File: src/hw/rtl/assert_macros.svh
// Assertion helpers shared by the console engine modules.
`ifndef ASSERT_MACROS_SVH
`define ASSERT_MACROS_SVH

// expr holds at every clock edge outside reset
`define ASSERT_ALWAYS(label, clk, rst, expr, msg) \
   label: assert property (@(posedge clk) disable iff (rst) (expr)) else $error(msg);

// cons holds in the same cycle as ante
`define ASSERT_IMPLY(label, clk, rst, ante, cons, msg) \
   label: assert property (@(posedge clk) disable iff (rst) (ante) |-> (cons)) else $error(msg);

// cons holds in the cycle after ante
`define ASSERT_NEXT(label, clk, rst, ante, cons, msg) \
   label: assert property (@(posedge clk) disable iff (rst) (ante) |=> (cons)) else $error(msg);

`endif

File: src/hw/rtl/tcw_pkg.sv
package tcw_pkg;

   localparam int MODE_W      = 3;
   localparam int CHAR_W      = 8;
   localparam int ADDR_W      = 11;
   localparam int POS_W       = 11;
   localparam int CELL_W      = 16;
   localparam int COLOR_W     = 4;
   localparam int CSR_INDEX_W = 2;

   localparam logic [CHAR_W-1:0]  NEWLINE_CHAR     = 8'h0A;
   localparam logic [CHAR_W-1:0]  BLANK_CHAR       = 8'h20;
   localparam logic [CELL_W-1:0]  RESET_CELL       = 16'h0F20;
   localparam logic [COLOR_W-1:0] RESET_BACKGROUND = 4'h0;
   localparam logic [COLOR_W-1:0] RESET_FOREGROUND = 4'hF;

   typedef enum logic [MODE_W-1:0] {
      MODE_PUT       = 3'd0,
      MODE_HEX       = 3'd1,
      MODE_BACKSPACE = 3'd2,
      MODE_CLEAR     = 3'd3,
      MODE_RECOLOR   = 3'd4,
      MODE_READ      = 3'd5
   } mode_type;

   typedef enum logic [CSR_INDEX_W-1:0] {
      CSR_BACKGROUND = 2'd0,
      CSR_FOREGROUND = 2'd1
   } csr_index_type;

   typedef enum logic [1:0] {
      WALK_FROM_ZERO       = 2'd0,
      WALK_FROM_SECOND_ROW = 2'd1,
      WALK_FROM_LAST_ROW   = 2'd2
   } walk_start_type;

   typedef struct packed {
      logic           load_item;
      logic           exec;
      logic           copy_rd;
      logic           fill_wr;
      logic           fill_init;
      logic           walk_load;
      walk_start_type walk_start;
      logic           walk_step;
      logic           capture_rd;
      logic           load_rsp;
   } cmd_type;

   typedef struct packed {
      logic scroll;
      logic recolor;
      logic clear;
      logic read_ok;
      logic walk_last;
      logic rsp_free;
   } sts_type;

endpackage

File: src/hw/rtl/tcw_ctrl.sv
`include "assert_macros.svh"

module tcw_ctrl (
   input  logic             clock,
   input  logic             reset,
   input  logic             req_valid,
   output logic             req_stall,
   output tcw_pkg::cmd_type cmd,
   input  tcw_pkg::sts_type sts
);

   typedef enum logic [7:0] {
      ST_INIT  = 8'b0000_0001,
      ST_IDLE  = 8'b0000_0010,
      ST_EXEC  = 8'b0000_0100,
      ST_COPY  = 8'b0000_1000,
      ST_DRAIN = 8'b0001_0000,
      ST_FILL  = 8'b0010_0000,
      ST_READ  = 8'b0100_0000,
      ST_DONE  = 8'b1000_0000
   } state_type;

   state_type state_ff, state_in;
   logic      accept_ok;

   always_comb begin
      cmd       = '0;
      state_in  = state_ff;
      accept_ok = 1'b0;
      case (state_ff)
         ST_INIT: begin
            cmd.fill_wr   = 1'b1;
            cmd.fill_init = 1'b1;
            cmd.walk_step = 1'b1;
            if (sts.walk_last) begin
               state_in = ST_IDLE;
            end
         end
         ST_IDLE: begin
            accept_ok = 1'b1;
            if (req_valid) begin
               state_in = ST_EXEC;
            end
         end
         ST_EXEC: begin
            cmd.exec = 1'b1;
            if (sts.scroll) begin
               cmd.walk_load  = 1'b1;
               cmd.walk_start = tcw_pkg::WALK_FROM_SECOND_ROW;
               state_in       = ST_COPY;
            end else if (sts.recolor) begin
               cmd.walk_load  = 1'b1;
               cmd.walk_start = tcw_pkg::WALK_FROM_ZERO;
               state_in       = ST_COPY;
            end else if (sts.clear) begin
               cmd.walk_load  = 1'b1;
               cmd.walk_start = tcw_pkg::WALK_FROM_ZERO;
               state_in       = ST_FILL;
            end else if (sts.read_ok) begin
               state_in = ST_READ;
            end else begin
               state_in = ST_DONE;
            end
         end
         ST_COPY: begin
            cmd.copy_rd   = 1'b1;
            cmd.walk_step = 1'b1;
            if (sts.walk_last) begin
               state_in = ST_DRAIN;
            end
         end
         ST_DRAIN: begin
            if (sts.recolor) begin
               state_in = ST_DONE;
            end else begin
               cmd.walk_load  = 1'b1;
               cmd.walk_start = tcw_pkg::WALK_FROM_LAST_ROW;
               state_in       = ST_FILL;
            end
         end
         ST_FILL: begin
            cmd.fill_wr   = 1'b1;
            cmd.walk_step = 1'b1;
            if (sts.walk_last) begin
               state_in = ST_DONE;
            end
         end
         ST_READ: begin
            cmd.capture_rd = 1'b1;
            state_in       = ST_DONE;
         end
         ST_DONE: begin
            if (sts.rsp_free) begin
               cmd.load_rsp = 1'b1;
               accept_ok    = 1'b1;
               state_in     = req_valid ? ST_EXEC : ST_IDLE;
            end
         end
         default: begin
            state_in = ST_INIT;
         end
      endcase
      cmd.load_item = accept_ok & req_valid;
   end

   assign req_stall = ~accept_ok;

   always_ff @(posedge clock) begin
      if (reset) begin
         state_ff <= ST_INIT;
      end else begin
         state_ff <= state_in;
      end
   end

   `ASSERT_NEXT(a_accept_to_exec, clock, reset, cmd.load_item, state_ff == ST_EXEC,
      "accepted word did not enter execution")
   `ASSERT_IMPLY(a_drain_after_copy, clock, reset, state_ff == ST_DRAIN,
      $past(state_ff) == ST_COPY, "drain cycle without a preceding copy walk")

endmodule

File: config.mk
export PLATFORM = sky130hd
export DESIGN_NAME = tcw_ctrl
export DESIGN_NICKNAME = d
export VERILOG_FILES = /design/src/hw/rtl/tcw_pkg.sv /design/src/hw/rtl/tcw_ctrl.sv
export VERILOG_INCLUDE_DIRS = /design/src /design/src/hw/rtl
export SDC_FILE = /design/constraint.sdc
export NUM_CORES = 1
export LEC_CHECK = 0
export BUFFER_PORTS_ARGS = -buffer_cell sky130_fd_sc_hd__buf_2
export CAP_MARGIN = 20
export CORE_AREA = 10 10 47 49
export CTS_CLUSTER_DIAMETER = 30
export DETAILED_ROUTE_END_ITERATION = 12
export DIE_AREA = 0 0 57 59
export PLACE_DENSITY = 0.72
export SYNTH_ARGS = -nofsm -noshare
export SYNTH_HDL_FRONTEND = slang
export SYNTH_SLANG_ARGS = --single-unit
export TNS_END_PERCENT = 100
File: constraint.sdc
create_clock -name clock -period 1.9 [get_ports clock]
set_input_delay 0.38 -clock clock [delete_from_list [all_inputs] [get_ports clock]]
set_output_delay 0.38 -clock clock [all_outputs]
set_load 0.1 [all_outputs]
## Yosys cells after proc, flatten, opt, wreduce, memory -nomap -nowiden

Cells that the tools add are included.
Widths: inputs -> output; s select.

- Flip-flop bits (word level): 8
- Input bits: 9
- Output and inout port bits: 12
- Logic and storage cells: 45

- Bitwise gates (word level): 2
- Muxes and demuxes: 26
- Reductions and logical operators: 3
- Equal/unequal tests: 13

Operators by type and width:

| kind | number |
|---|---|
| $mux 8 | 10 |
| $pmux 8 s8 | 1 |
| $mux 3 | 5 |
| $ne 2x2->1 const B | 5 |
| $eq 8x1->1 const B | 1 |
| $eq 8x2->1 const B | 1 |
| $eq 8x3->1 const B | 1 |
| $eq 8x4->1 const B | 1 |
| $eq 8x5->1 const B | 1 |
| $eq 8x6->1 const B | 1 |
| $eq 8x7->1 const B | 1 |
| $eq 8x8->1 const B | 1 |
| $mux 1 | 8 |
| $pmux 3 s2 | 1 |
| $reduce_and 5->1 | 1 |
| $reduce_or 3->1 | 1 |
| $pmux 1 s2 | 1 |
| $reduce_or 2->1 | 1 |
| $and 1x1->1 | 1 |
| $not 1->1 | 1 |

## Depth between registers and ports, before layout

- Word-level depth: 5
- Mapped depth: 6
- Gate-level depth less buffers: 6

## Worst setup path after synthesis

No wires, ideal clock.

- Path kind: register to output
- Start point: reg state_ff[0]
- End point: out cmd[10] (netlist name)
- Buffers on the path: 0
- Arrival: 4.817 ns
- Data required time: 1.520 ns
- Stages on the path, launching flop included: 6
- Path slack: -3.297 ns
- Cell sequence: dfxtp_1 -> nor4_4 -> nand4b_2 -> nor2_1 -> nor2b_1 -> nor2b_1

RTL lines:

| item | RTL line | text |
|---|---|---|
| start: declaration | tcw_ctrl.sv:23 | `state_type state_ff, state_in;` |
| start signal: assignment | tcw_ctrl.sv:112 | `state_ff <= state_in;` |
| end: declaration | tcw_ctrl.sv:8 | `output tcw_pkg::cmd_type cmd,` |

==> flow_metrics.env <==
export IMPL_layout_commonest_cell="buf_4"
export IMPL_via_per_inst=5.563
export IMPL_wl_per_cell_um=17.06
export IMPL_portBuffers=20
export IMPL_p_total_mw=1.015
export IMPL_route_detailed_drc=0
export IMPL_fmax_ghz=0.4823
export IMPL_dr_total_vias=701
export IMPL_p_int_mw=0.5115
export IMPL_slew_headroom_pct=76.52
export IMPL_p_leak_nw=0.4879
export IMPL_postCtsHoldBufs=0
export IMPL_r2r_slack_ps=-20
export IMPL_synth_edf_count=0
export IMPL_die_width_um=57
export IMPL_drtIter0Drc=11
export IMPL_die_y_um=59
export IMPL_path_max_fanout=4
export IMPL_setup_violations=13
export IMPL_overflow=0
export IMPL_grt_pass1_wl_mm=3.187
export IMPL_die_area_mm2=0.003363
export IMPL_mostFrequentLayoutCells="17 x buf_4, 11 x buf_12, 8 x buf_2, 7 x nor2_1, 5 x buf_6"
export IMPL_routed_top_layer="met4"
export IMPL_final_util_pct=85.54
export IMPL_synth_seq_cells=8
export IMPL_core_area_mm2=0.001401
export IMPL_insertion_delay_ps=250
export IMPL_start_util_pct=41.34
export IMPL_cts_sinks=8
export IMPL_post_dp_hpwl_mm=1.472
export IMPL_grt_total_usage_pct=11.36
export IMPL_synthCells=67
export IMPL_min_period_ps=2073
export IMPL_routabilityCongestion=0.8060
export IMPL_cts_inserted_buffers=3
export IMPL_cp_arrival_ps=1690
export IMPL_largest_register_ffs=8
export IMPL_switching_share_pct=49.62
export IMPL_r2r_start="state_ff[6]$_SDFFE_PP0P_"
export IMPL_seq_power_share_pct=20.3
export IMPL_finalHoldViolations=0
export IMPL_ff2ff_path_depth=7
export IMPL_clkPwrFrac_pct=12.5
export IMPL_pin_count=21
export IMPL_routed_wl_met3_um=125
export IMPL_end_kind="output pin"
export IMPL_grt_max_degree=10
export IMPL_rows=14
export IMPL_worst_slack_ps=-173.2
export IMPL_fin_skew_ps=1.068
export IMPL_drt_first_pass_iters=6
export IMPL_clockRootBuffer="clkbuf_4"
export IMPL_cp_start_kind="flip-flop"
export IMPL_synth_cell_types=29
export IMPL_synthArstFlopShare_pct=0
export IMPL_peakVddDrop_mv=0.6007
export IMPL_reg_largest_list="state_ff: 8 flops"
export IMPL_cts_htree_levels=1
export IMPL_wl_met2_mm=1.106
export IMPL_violations="setup timing"
export IMPL_hold_start="sts[2]"
export IMPL_clockBufferDepth=2
export IMPL_slew_violations=0
export IMPL_comb_power_share_pct=67.1
export IMPL_worst_slew_pin_slew_ps=349.6
export IMPL_ys_seq_area_share_pct=27.65
export IMPL_rsz0062_at_grt="yes"
export IMPL_diodes=0
export IMPL_antenna_left=0
export IMPL_antenna_found_initial=0
export IMPL_wl_met1_um=902
export IMPL_status="finished with violations"
export IMPL_synth_nets=76
export IMPL_path_clk_slew_ps=50
export IMPL_syn_cell_area_um2=579.3
export IMPL_ys_warn_count=0
export IMPL_drive_gt1_share_pct=65.45
export IMPL_switchingPower_mw=0.5037
export IMPL_syn2layout_area_growth_pct=106.9
export IMPL_holdPathEnd="state_ff[6]$_SDFFE_PP0P_"
export IMPL_nets=121
export IMPL_grt_pass1_vias=681
export IMPL_critPathKind="flip-flop to output pin"
export IMPL_period_share_pct=109.1
export IMPL_cp_required_ps=1520
export IMPL_max_cap_viol_count=0
export IMPL_synth_ff_type="dfxtp_1"
export IMPL_avgSynthCellArea_um2=8.646
export IMPL_min_path_type="input port to flip-flop"
export IMPL_r2r_end="state_ff[0]$_SDFFE_PP1P_"
export IMPL_cts_tree="yes"
export IMPL_whs_path_depth=3
export IMPL_regMostFlops="state_ff"
export IMPL_p_per_area_mw_per_mm2=846.9
export IMPL_routed_wl_mm=2.150
==> timing repair <==
| action | in CTS | in global routing |
|---|---|---|
| pin swaps | 9 | 8 |
| resized for setup | 7 | 9 |
| setup buffers | 9 | 7 |
| endpoints found under the setup margin | 12 | 15 |
| endpoints found under the hold margin | 0 | 0 |
==> routing by layer <==
metal / up-vias / global-route usage, %
li1: 341 / -
met1: 335 / 12.46
met2: 23 / 20.47
met3: 2 / 3.004
met4: 0 / 4.027
met5: - / 0
==> Yosys cell counts (2+ instances only) <==
cell type | count | area, µm²
nor4_4 | 2 | 42.54
nor2b_1 | 4 | 25.02
o21ai_0 | 2 | 10.01
inv_1 | 3 | 11.26
nand4b_1 | 2 | 17.52
nand4b_2 | 3 | 45.04
nand3b_1 | 2 | 15.01
o21ai_1 | 2 | 10.01
nor2_1 | 9 | 33.78
dfxtp_1 | 8 | 160.2
nor3_1 | 4 | 20.02
nand3_1 | 3 | 15.01
a21oi_1 | 2 | 10.01
nand2_1 | 4 | 15.01
a21o_1 | 3 | 22.52
==> critical path, stage by stage (launching register included) <==
cell and delay [ps]:
dfxtp_4 360, nor4_4 350, nand4b_1 200, bufinv_8 230
and2_4 140, buf_12 160
==> logic make-up after synthesis <==
group	after synthesis	synth area share, %
and+or+nand+nor	39	48.81
DFF	8	27.65
AOI/OAI and AO/OA	15	20.30
buffers and inverters	5	3.238
==> cell type report <==
type	instances	area, µm²
Fill cell	72	202.7
Multi-Input combinational cell	54	504.2
Clock buffer	3	22.52
Sequential cell	8	171.4
Tap cell	16	20.02
Inverter	4	36.28
Timing Repair Buffer	41	444.2
==> per-stage QoR <==
step	instance area, µm²	hold WS [ps]	std cells	setup slack, ps	TNS (ps)
2_1_floorplan	666.9	491.1	67	-844.3	-1472
3_3_place_gp	993.5	524.9	108	85.62	0
3_5_place_dp	993.5	525.9	108	48.75	0
4_1_cts	1112	379.7	120	-154.7	-1319
5_1_grt	1199	373.9	126	-243.2	-2431
6_report	1199	388.0	126	-173.2	-1378
==> power by group through the flow <==
stage / clock (mW) / combinational [mW] / sequential [mW]
floorplan: 0 / 0.414 / 0.204
global placement: 0 / 0.608 / 0.206
detailed placement: 0 / 0.613 / 0.206
CTS: 0.131 / 0.636 / 0.204
global route: 0.144 / 0.703 / 0.208
finish: 0.127 / 0.681 / 0.206
==> worst max path at each step <==
stage | start | end | slack [ps] | cells past startpoint
2_1_floorplan | state_ff[3]$_SDFFE_PP0P_ | cmd[10] | -840 | 5
3_3_place_gp | state_ff[7]$_SDFFE_PP0P_ | cmd[3] | 90 | 5
3_5_place_dp | state_ff[7]$_SDFFE_PP0P_ | cmd[3] | 50 | 5
4_1_cts | state_ff[6]$_SDFFE_PP0P_ | cmd[3] | -150 | 5
5_1_grt | state_ff[6]$_SDFFE_PP0P_ | cmd[3] | -240 | 5
6_report | state_ff[6]$_SDFFE_PP0P_ | cmd[3] | -170 | 5
No activity file was read; power rests on OpenSTA's default activity.
